==> config.mk <==
export PLATFORM = sky130hd
export DESIGN_NAME = ubx_nmea_stream_deframer_core
export DESIGN_NICKNAME = d
export VERILOG_FILES = /design/src/hdl/ubxnmea_pkg.sv /design/src/hdl/ubxnmea_parse.sv /design/src/hdl/ubxnmea_obuf.sv /design/src/hdl/ubx_nmea_stream_deframer_core.sv
export SDC_FILE = /design/constraint.sdc
export NUM_CORES = 1
export LEC_CHECK = 0
export BUFFER_PORTS_ARGS = -buffer_cell sky130_fd_sc_hd__buf_2
export CAP_MARGIN = 30
export CORE_UTILIZATION = 40
export DETAILED_ROUTE_END_ITERATION = 12
export GPL_ROUTABILITY_DRIVEN = 0
export HOLD_SLACK_MARGIN = 0.08
export MAX_ROUTING_LAYER = met4
export PLACE_DENSITY = 0.68
export SKIP_LAST_GASP = 1
export SLEW_MARGIN = 30
export SYNTH_ARGS = -nofsm -noshare
export SYNTH_HDL_FRONTEND = slang
export SYNTH_SLANG_ARGS = --single-unit
==> constraint.sdc <==
create_clock -name clk -period 16.25 [get_ports clk]
set_input_delay 0 -clock clk [delete_from_list [all_inputs] [get_ports clk]]
set_output_delay 0 -clock clk [all_outputs]
set_load 0.03 [all_outputs]
==> src/hdl/ubxnmea_pkg.sv <==
`timescale 1ns / 1ps
`default_nettype none

package ubxnmea_pkg;

    localparam int BUFFER_BYTES = 512;
    localparam int CNT_W        = $clog2(BUFFER_BYTES + 1);
    localparam int LEN_W        = 16;
    localparam int FLEN_W       = 10;
    localparam int IDX_W        = 9;

    localparam logic [7:0] SYNC_ONE  = 8'hB5;
    localparam logic [7:0] SYNC_TWO  = 8'h62;
    localparam logic [7:0] CH_DOLLAR = 8'h24;
    localparam logic [7:0] CH_STAR   = 8'h2A;
    localparam logic [7:0] CH_LF     = 8'd10;
    localparam logic [7:0] CH_CR     = 8'd13;

    typedef enum logic [3:0] {
        PH_IDLE    = 4'd0,
        PH_SYNC    = 4'd1,
        PH_CLASS   = 4'd2,
        PH_ID      = 4'd3,
        PH_LEN_LO  = 4'd4,
        PH_LEN_HI  = 4'd5,
        PH_PAYLOAD = 4'd6,
        PH_CK_A    = 4'd7,
        PH_CK_B    = 4'd8
    } phase_t;

    typedef enum logic [2:0] {
        EV_BIN_DATA = 3'd0,
        EV_BIN_OK   = 3'd1,
        EV_BIN_BAD  = 3'd2,
        EV_TXT_CHAR = 3'd3,
        EV_TXT_OK   = 3'd4,
        EV_TXT_BAD  = 3'd5
    } event_kind_t;

    typedef struct packed {
        event_kind_t         kind;
        logic [7:0]          data;
        logic [7:0]          cls;
        logic [7:0]          id;
        logic [FLEN_W-1:0]   flen;
        logic [IDX_W-1:0]    idx;
    } event_t;

    function automatic logic [3:0] hex_value(input logic [7:0] c);
        logic [3:0] v;
        v = 4'd0;
        if (c >= 8'h30 && c <= 8'h39)
        begin
            v = 4'(c - 8'h30);
        end
        else if (c >= 8'h41 && c <= 8'h46)
        begin
            v = 4'(c - 8'h41 + 8'd10);
        end
        else if (c >= 8'h61 && c <= 8'h66)
        begin
            v = 4'(c - 8'h61 + 8'd10);
        end
        return v;
    endfunction

endpackage

`default_nettype wire

==> src/hdl/ubxnmea_parse.sv <==
`timescale 1ns / 1ps
`default_nettype none

module ubxnmea_parse (
    input  wire logic                  clk,
    input  wire logic                  rst_n,
    input  wire logic                  accept,
    input  wire logic [7:0]            rx_byte,
    output ubxnmea_pkg::event_t        ev,
    output logic                       ev_valid
);

    localparam int CW = ubxnmea_pkg::CNT_W;
    localparam int LW = ubxnmea_pkg::LEN_W;

    ubxnmea_pkg::phase_t phase_reg, phase_next, eff_phase;
    logic [7:0]    class_reg, class_next;
    logic [7:0]    id_reg, id_next;
    logic [LW-1:0] length_reg, length_next;
    logic [CW-1:0] payload_count_reg, payload_count_next;
    logic [7:0]    sum_a_reg, sum_a_next;
    logic [7:0]    sum_b_reg, sum_b_next;
    logic [7:0]    rx_sum_a_reg, rx_sum_a_next;
    logic [CW-1:0] sent_count_reg, sent_count_next;
    logic [7:0]    sent_xor_reg, sent_xor_next;
    logic          star_reg, star_next;
    logic [1:0]    hex_taken_reg, hex_taken_next;
    logic [7:0]    rx_text_sum_reg, rx_text_sum_next;

    logic [7:0]    sum_a_add, sum_b_add;
    logic [LW-1:0] len_full;
    logic [CW-1:0] pc_inc, sc_inc;
    logic [3:0]    hexv;
    logic          is_term, start_sync, text_open, text_ok, len_over, pay_done, bin_ok;
    logic          star_t;
    logic [1:0]    hex_t;
    logic [7:0]    xor_t, rts_t;

    always_comb
    begin
        eff_phase = phase_reg;
        if (phase_reg == ubxnmea_pkg::PH_SYNC && rx_byte != ubxnmea_pkg::SYNC_TWO)
        begin
            eff_phase = ubxnmea_pkg::PH_IDLE;
        end
        if (phase_reg > ubxnmea_pkg::PH_CK_B)
        begin
            eff_phase = ubxnmea_pkg::PH_IDLE;
        end
    end

    assign start_sync = (eff_phase == ubxnmea_pkg::PH_IDLE) && (rx_byte == ubxnmea_pkg::SYNC_ONE);
    assign sum_a_add  = sum_a_reg + rx_byte;
    assign sum_b_add  = sum_b_reg + sum_a_add;
    assign len_full   = {rx_byte, length_reg[7:0]};
    assign len_over   = len_full > LW'(ubxnmea_pkg::BUFFER_BYTES);
    assign pc_inc     = payload_count_reg + CW'(1);
    assign pay_done   = LW'(pc_inc) >= length_reg;
    assign sc_inc     = sent_count_reg + CW'(1);
    assign hexv       = ubxnmea_pkg::hex_value(rx_byte);
    assign is_term    = (rx_byte == ubxnmea_pkg::CH_LF) || (rx_byte == ubxnmea_pkg::CH_CR);
    assign text_open  = (sent_count_reg != '0)
                     && (sent_count_reg < CW'(ubxnmea_pkg::BUFFER_BYTES - 1));
    assign bin_ok     = (sum_a_reg == rx_sum_a_reg) && (sum_b_reg == rx_byte);

    always_comb
    begin
        star_t = star_reg;
        hex_t  = hex_taken_reg;
        xor_t  = sent_xor_reg;
        rts_t  = rx_text_sum_reg;
        if (star_reg)
        begin
            if (hex_taken_reg == 2'd0)
            begin
                rts_t = {hexv, 4'h0};
                hex_t = 2'd1;
            end
            else if (hex_taken_reg == 2'd1)
            begin
                rts_t = rx_text_sum_reg | {4'h0, hexv};
                hex_t = 2'd2;
            end
        end
        else if (rx_byte == ubxnmea_pkg::CH_STAR)
        begin
            star_t = 1'b1;
        end
        else
        begin
            xor_t = sent_xor_reg ^ rx_byte;
        end
    end

    assign text_ok = star_t && (xor_t == rts_t);

    // next state
    always_comb
    begin
        phase_next         = eff_phase;
        class_next         = class_reg;
        id_next            = id_reg;
        length_next        = length_reg;
        payload_count_next = payload_count_reg;
        sum_a_next         = sum_a_reg;
        sum_b_next         = sum_b_reg;
        rx_sum_a_next      = rx_sum_a_reg;
        sent_count_next    = sent_count_reg;
        sent_xor_next      = sent_xor_reg;
        star_next          = star_reg;
        hex_taken_next     = hex_taken_reg;
        rx_text_sum_next   = rx_text_sum_reg;
        if (start_sync)
        begin
            phase_next         = ubxnmea_pkg::PH_SYNC;
            payload_count_next = '0;
            sum_a_next         = '0;
            sum_b_next         = '0;
        end
        else
        begin
            case (eff_phase)
                ubxnmea_pkg::PH_SYNC:
                begin
                    phase_next = ubxnmea_pkg::PH_CLASS;
                end
                ubxnmea_pkg::PH_CLASS:
                begin
                    class_next = rx_byte;
                    sum_a_next = sum_a_add;
                    sum_b_next = sum_b_add;
                    phase_next = ubxnmea_pkg::PH_ID;
                end
                ubxnmea_pkg::PH_ID:
                begin
                    id_next    = rx_byte;
                    sum_a_next = sum_a_add;
                    sum_b_next = sum_b_add;
                    phase_next = ubxnmea_pkg::PH_LEN_LO;
                end
                ubxnmea_pkg::PH_LEN_LO:
                begin
                    length_next = LW'(rx_byte);
                    sum_a_next  = sum_a_add;
                    sum_b_next  = sum_b_add;
                    phase_next  = ubxnmea_pkg::PH_LEN_HI;
                end
                ubxnmea_pkg::PH_LEN_HI:
                begin
                    length_next        = len_full;
                    sum_a_next         = sum_a_add;
                    sum_b_next         = sum_b_add;
                    payload_count_next = '0;
                    if (len_over)
                    begin
                        phase_next      = ubxnmea_pkg::PH_IDLE;
                        sent_count_next = '0;
                    end
                    else if (len_full != '0)
                    begin
                        phase_next = ubxnmea_pkg::PH_PAYLOAD;
                    end
                    else
                    begin
                        phase_next = ubxnmea_pkg::PH_CK_A;
                    end
                end
                ubxnmea_pkg::PH_PAYLOAD:
                begin
                    sum_a_next         = sum_a_add;
                    sum_b_next         = sum_b_add;
                    payload_count_next = pc_inc;
                    if (pay_done)
                    begin
                        phase_next = ubxnmea_pkg::PH_CK_A;
                    end
                end
                ubxnmea_pkg::PH_CK_A:
                begin
                    rx_sum_a_next = rx_byte;
                    phase_next    = ubxnmea_pkg::PH_CK_B;
                end
                ubxnmea_pkg::PH_CK_B:
                begin
                    phase_next         = ubxnmea_pkg::PH_IDLE;
                    sent_count_next    = '0;
                    payload_count_next = '0;
                end
                default:
                begin
                    phase_next = ubxnmea_pkg::PH_IDLE;
                    if (rx_byte == ubxnmea_pkg::CH_DOLLAR)
                    begin
                        sent_count_next  = CW'(1);
                        sent_xor_next    = '0;
                        star_next        = 1'b0;
                        hex_taken_next   = '0;
                        rx_text_sum_next = '0;
                    end
                    else if (!text_open)
                    begin
                        sent_count_next    = '0;
                        payload_count_next = '0;
                    end
                    else
                    begin
                        sent_count_next  = is_term ? '0 : sc_inc;
                        sent_xor_next    = xor_t;
                        star_next        = star_t;
                        hex_taken_next   = hex_t;
                        rx_text_sum_next = rts_t;
                    end
                end
            endcase
        end
    end

    // outputs
    always_comb
    begin
        ev_valid = 1'b0;
        ev       = '0;
        if (!start_sync)
        begin
            case (eff_phase)
                ubxnmea_pkg::PH_SYNC, ubxnmea_pkg::PH_CLASS, ubxnmea_pkg::PH_ID,
                ubxnmea_pkg::PH_LEN_LO, ubxnmea_pkg::PH_LEN_HI, ubxnmea_pkg::PH_CK_A:
                begin
                    ev_valid = 1'b0;
                end
                ubxnmea_pkg::PH_PAYLOAD:
                begin
                    ev_valid = 1'b1;
                    ev.kind  = ubxnmea_pkg::EV_BIN_DATA;
                    ev.data  = rx_byte;
                    ev.cls   = class_reg;
                    ev.id    = id_reg;
                    ev.flen  = ubxnmea_pkg::FLEN_W'(length_reg);
                    ev.idx   = ubxnmea_pkg::IDX_W'(payload_count_reg);
                end
                ubxnmea_pkg::PH_CK_B:
                begin
                    ev_valid = 1'b1;
                    ev.kind  = bin_ok ? ubxnmea_pkg::EV_BIN_OK : ubxnmea_pkg::EV_BIN_BAD;
                    ev.cls   = class_reg;
                    ev.id    = id_reg;
                    ev.flen  = ubxnmea_pkg::FLEN_W'(length_reg);
                end
                default:
                begin
                    if (rx_byte == ubxnmea_pkg::CH_DOLLAR)
                    begin
                        ev_valid = 1'b1;
                        ev.kind  = ubxnmea_pkg::EV_TXT_CHAR;
                        ev.data  = rx_byte;
                        ev.flen  = ubxnmea_pkg::FLEN_W'(1);
                    end
                    else if (text_open)
                    begin
                        ev_valid = 1'b1;
                        if (is_term)
                        begin
                            ev.kind = text_ok ? ubxnmea_pkg::EV_TXT_OK
                                              : ubxnmea_pkg::EV_TXT_BAD;
                        end
                        else
                        begin
                            ev.kind = ubxnmea_pkg::EV_TXT_CHAR;
                        end
                        ev.data = rx_byte;
                        ev.flen = ubxnmea_pkg::FLEN_W'(sc_inc);
                        ev.idx  = ubxnmea_pkg::IDX_W'(sent_count_reg);
                    end
                end
            endcase
        end
    end

    always_ff @(posedge clk or negedge rst_n)
    begin
        if (!rst_n)
        begin
            phase_reg         <= ubxnmea_pkg::PH_IDLE;
            class_reg         <= '0;
            id_reg            <= '0;
            length_reg        <= '0;
            payload_count_reg <= '0;
            sum_a_reg         <= '0;
            sum_b_reg         <= '0;
            rx_sum_a_reg      <= '0;
            sent_count_reg    <= '0;
            sent_xor_reg      <= '0;
            star_reg          <= 1'b0;
            hex_taken_reg     <= '0;
            rx_text_sum_reg   <= '0;
        end
        else if (accept)
        begin
            phase_reg         <= phase_next;
            class_reg         <= class_next;
            id_reg            <= id_next;
            length_reg        <= length_next;
            payload_count_reg <= payload_count_next;
            sum_a_reg         <= sum_a_next;
            sum_b_reg         <= sum_b_next;
            rx_sum_a_reg      <= rx_sum_a_next;
            sent_count_reg    <= sent_count_next;
            sent_xor_reg      <= sent_xor_next;
            star_reg          <= star_next;
            hex_taken_reg     <= hex_taken_next;
            rx_text_sum_reg   <= rx_text_sum_next;
        end
    end

endmodule

`default_nettype wire

==> src/hdl/ubxnmea_obuf.sv <==
`timescale 1ns / 1ps
`default_nettype none

module ubxnmea_obuf (
    input  wire logic                  clk,
    input  wire logic                  rst_n,
    input  wire logic                  push,
    input  wire ubxnmea_pkg::event_t   push_ev,
    output logic                       full,
    output logic                       out_valid,
    input  wire logic                  out_stall,
    output ubxnmea_pkg::event_t        out_ev
);

    logic                main_valid_reg, main_valid_next;
    logic                skid_valid_reg, skid_valid_next;
    ubxnmea_pkg::event_t main_reg, main_next;
    ubxnmea_pkg::event_t skid_reg, skid_next;
    logic                pop;

    assign pop       = main_valid_reg && !out_stall;
    assign full      = skid_valid_reg;
    assign out_valid = main_valid_reg;
    assign out_ev    = main_reg;

    always_comb
    begin
        main_valid_next = main_valid_reg;
        skid_valid_next = skid_valid_reg;
        main_next       = main_reg;
        skid_next       = skid_reg;
        if (skid_valid_reg)
        begin
            if (pop)
            begin
                main_next       = skid_reg;
                skid_valid_next = 1'b0;
            end
        end
        else if (push)
        begin
            if (!main_valid_reg || pop)
            begin
                main_next       = push_ev;
                main_valid_next = 1'b1;
            end
            else
            begin
                skid_next       = push_ev;
                skid_valid_next = 1'b1;
            end
        end
        else if (pop)
        begin
            main_valid_next = 1'b0;
        end
    end

    always_ff @(posedge clk or negedge rst_n)
    begin
        if (!rst_n)
        begin
            main_valid_reg <= 1'b0;
            skid_valid_reg <= 1'b0;
        end
        else
        begin
            main_valid_reg <= main_valid_next;
            skid_valid_reg <= skid_valid_next;
        end
    end

    always_ff @(posedge clk)
    begin
        main_reg <= main_next;
        skid_reg <= skid_next;
    end

endmodule

`default_nettype wire

==> src/hdl/ubx_nmea_stream_deframer_core.sv <==
// Channel  | Handshake                  | Payload
// -------- | -------------------------- | ----------------------------------------------
// input    | in_valid / in_stall        | rx_byte[7:0]
// output   | out_valid / out_stall      | event_kind[2:0] data_byte[7:0] frame_class[7:0]
//          |                            | msg_id[7:0] frame_length[9:0] byte_index[8:0]
//
// One byte per cycle while in_stall is low; each byte is parsed in the cycle it transfers, and
// its event, if any, is registered into the result register, or into the skid if that is held.
// A two-entry output buffer (result register plus skid) sets the rate: in_stall rises only
// when both entries hold events, i.e. once two results wait behind a high out_stall.
// rst_n clears the frame phase, sentence state and output valids asynchronously.
`timescale 1ns / 1ps
`default_nettype none

module ubx_nmea_stream_deframer_core (
    input  wire logic        clk,
    input  wire logic        rst_n,
    input  wire logic        in_valid,
    output logic             in_stall,
    input  wire logic [7:0]  rx_byte,
    output logic             out_valid,
    input  wire logic        out_stall,
    output logic [2:0]       event_kind,
    output logic [7:0]       data_byte,
    output logic [7:0]       frame_class,
    output logic [7:0]       msg_id,
    output logic [9:0]       frame_length,
    output logic [8:0]       byte_index
);

    logic                accept;
    logic                ev_valid;
    logic                buf_full;
    ubxnmea_pkg::event_t ev;
    ubxnmea_pkg::event_t out_ev;

    assign in_stall = buf_full;
    assign accept   = in_valid && !buf_full;

    ubxnmea_parse u_parse (
        .clk      (clk),
        .rst_n    (rst_n),
        .accept   (accept),
        .rx_byte  (rx_byte),
        .ev       (ev),
        .ev_valid (ev_valid)
    );

    ubxnmea_obuf u_obuf (
        .clk       (clk),
        .rst_n     (rst_n),
        .push      (accept && ev_valid),
        .push_ev   (ev),
        .full      (buf_full),
        .out_valid (out_valid),
        .out_stall (out_stall),
        .out_ev    (out_ev)
    );

    assign event_kind   = out_ev.kind;
    assign data_byte    = out_ev.data;
    assign frame_class  = out_ev.cls;
    assign msg_id       = out_ev.id;
    assign frame_length = out_ev.flen;
    assign byte_index   = out_ev.idx;

endmodule

`default_nettype wire
==> impl_metrics.toml <==
[outcome]
status = "finished clean"

[global_route]
track_usage_pct = 18.92
grt_pass1_wl_um = 37090
grt_max_degree = 61
grt_pass1_vias = 6873
grt_overflow_total = 0
antenna_found_initial = 0

[timing]
fin_crit_ps = 3649
whs_ps = 116.3
setup_violations = 0
fin_worst_skew_ps = 12.37
hold_viol = 0
max_freq_ghz = 0.2741
tightest_slew_ps = 952.4
relSlewSlack_pct = 36.50
setup_ws_ps = 12600
rsz0062_at_grt = "false"
fin_tns_setup_ps = 0
fin_crit_sh_pct = 22.46
slew_viol_final = 0

[setup_path]
crit_path_end_kind = "register"
cpPeakStageDelay_ps = 760
critPathSlowestCell = "or4b_1"
arrival_ps = 3730
start_kind = "input port"
reg2reg_setup_slack_ps = 12820
path_cells = "dlygate4sd3_1, buf_2, or4b_1, o21ai_2, a21oi_1, o2111ai_2, o311ai_2, nor2_4, buf_4"
path_class = "in2reg"
worstPathRequired_ps = 16340
worst-path-max-fanout = 35

[layout]
seqCellArea_um2 = 5291
fin_util_pct = 46.26
finalNonFillerCells = 1286
area_delta_synth_final_pct = 12.87
finalNetCount = 994
multi_input_area_um2 = 4447
final_common_cell = "dfrtp_1"
fill_cells = 2251
layout_common_cells = "dfrtp_1 (100), edfxtp_1 (92), nand2_1 (88)"
layout-drive-gt1-share_pct = 17.88
diodes = 0
finalInstanceArea_um2 = 11280

[placement]
dp_cells = 1244
hpwl_um = 15710
placed_cell_area_um2 = 10550
io_buffers = 59
dp_slack_ps = 12790

[die]
rows = 57
die_height_um = 160.1
die_area_um2 = 25630
fp.dieW_um = 160.1
initial_core_util_pct = 40.98
io_pins = 60
core_um2 = 24390

[drt]
met1Wirelength_um = 10750
first_pass_iters = 6
dr.max_layer_used = "met4"
drc = 0
routedWlPerCell_um = 17.80
wirelength_um = 22890
met3_length_um = 1603
drt_iter0_drc = 645
vias = 7160
drt-vias-per-instance = 5.568
wl_met2_um = 10230
ant_nets = 0

[synth]
async_flop_share_pct = 52.33
ys_ff_latch = 193
ys_seq_area_share_pct = 52.92
synth_area_um2 = 9996
postSynthCellCount = 909
yosys_warnings = 0
synth_cell_types = 71
avgSynthCellArea_um2 = 11.00
synth_nets = 954
synth_edf_count = 92
ys.flop_type = "dfrtp_1"

[clock_tree]
h-tree-depth = 4
clk_latency_ps = 440
clock_path_buffers = 2
cts_tree = "yes"
cts.sink_count = 193
cts-root-buf = "clkbuf_16"
cts_buffers = 17
clkTransAtPathRegs_ps = 70

[power_and_ir_drop]
power_density_nw_per_um2 = 155.8
leakagePower_nw = 4.727
ir_worst_vdd_v = 0.00009358
power_mw = 1.758

[hold_path]
hold_path_class = "in2async"

[flow_run]
drv_cap = 0
-- Yosys cell counts (all sizes together) (11+ instances only) --
library cell,count,area [µm²]
and2,28,175.2
o31ai,23,172.7
dfrtp,101,2527
nor4,11,75.07
a22o,24,210.2
edfxtp,92,2763
ha,31,387.9
clkbuf,44,165.2
nor2,62,232.7
o21ai,61,309.0
nand3,31,155.2
a21oi,32,163.9
nor3,15,75.07
xor2,38,332.8
inv,19,71.32
mux2,60,675.7
nor2b,15,93.84
xnor2,21,183.9
nand2,88,330.3
-- power breakdown --
| part | switching, mW | internal [mW] | leakage (nW) |
|---|---|---|---|
| sequential | 0.0771 | 0.622 | 2.23 |
| clock | 0.211 | 0.228 | 0.306 |
| combinational | 0.366 | 0.254 | 2.19 |
| total | 0.653 | 1.10 | 4.73 |
-- area by class of cell --
cell class	instances	area share, %
inverter	20	0.6654
tap	324	3.593
timing repair buffer	74	3.859
multi-input combinational	643	39.41
sequential	193	46.90
clock buffer	18	3.893
clock inverter	14	1.675
-- critical path: cells and delay by family --
family / cells / cell delay [ps]
compound gates: 4 / 1230
buf+inv: 3 / 1300
simple gates: 2 / 1170
-- path summary, 6_finish.rpt --
check,start,endpoint,depth (start not counted)
setup / recovery,rx_byte[3],u_obuf.skid_reg[2]$_DFFE_PP_,9
hold / removal,rst_n,u_parse.rx_text_sum_reg[6]$_DFFE_PN0P_,2
setup reg to reg,u_parse.phase_reg[0]$_DFFE_PN0P_,u_obuf.skid_reg[2]$_DFFE_PP_,8
hold reg to reg,u_parse.length_reg[10]$_DFFE_PN0P_,u_parse.length_reg[10]$_DFFE_PN0P_,2
max in group asynchronous,rst_n,u_obuf.full$_DFF_PN0_,3
min in group clk,in_valid,u_parse.phase_reg[3]$_DFFE_PN0P_,4
-- what timing repair did --
item / 4_1_cts / 5_1_grt
gates resized for setup: 0 / 0
hold buffers: 10 / 0
endpoints found under the hold margin: 67 / 0
setup buffers: 0 / 0
-- logic make-up (layout without fill, tap and decap cells) --
kind of cell / Yosys count / in the layout / synth area share [%]
fa+ha+maj: 33 / 33 / 4.281
xor+xnor: 59 / 59 / 5.170
simple gates: 287 / 287 / 14.04
compound gates: 203 / 203 / 13.87
flops: 193 / 193 / 52.92
buf+inv: 73 / 126 / 2.854
mux: 61 / 61 / 6.859
-- per-layer routing --
| layer | global-route usage (%) | up-vias |
|---|---|---|
| met4 | 5.368 | 0 |
| met3 | 4.182 | 25 |
| li1 | - | 3389 |
| met2 | 27.61 | 262 |
| met5 | - | - |
| met1 | 26.36 | 3484 |
Note: power is estimated with default switching activity, not from simulation.
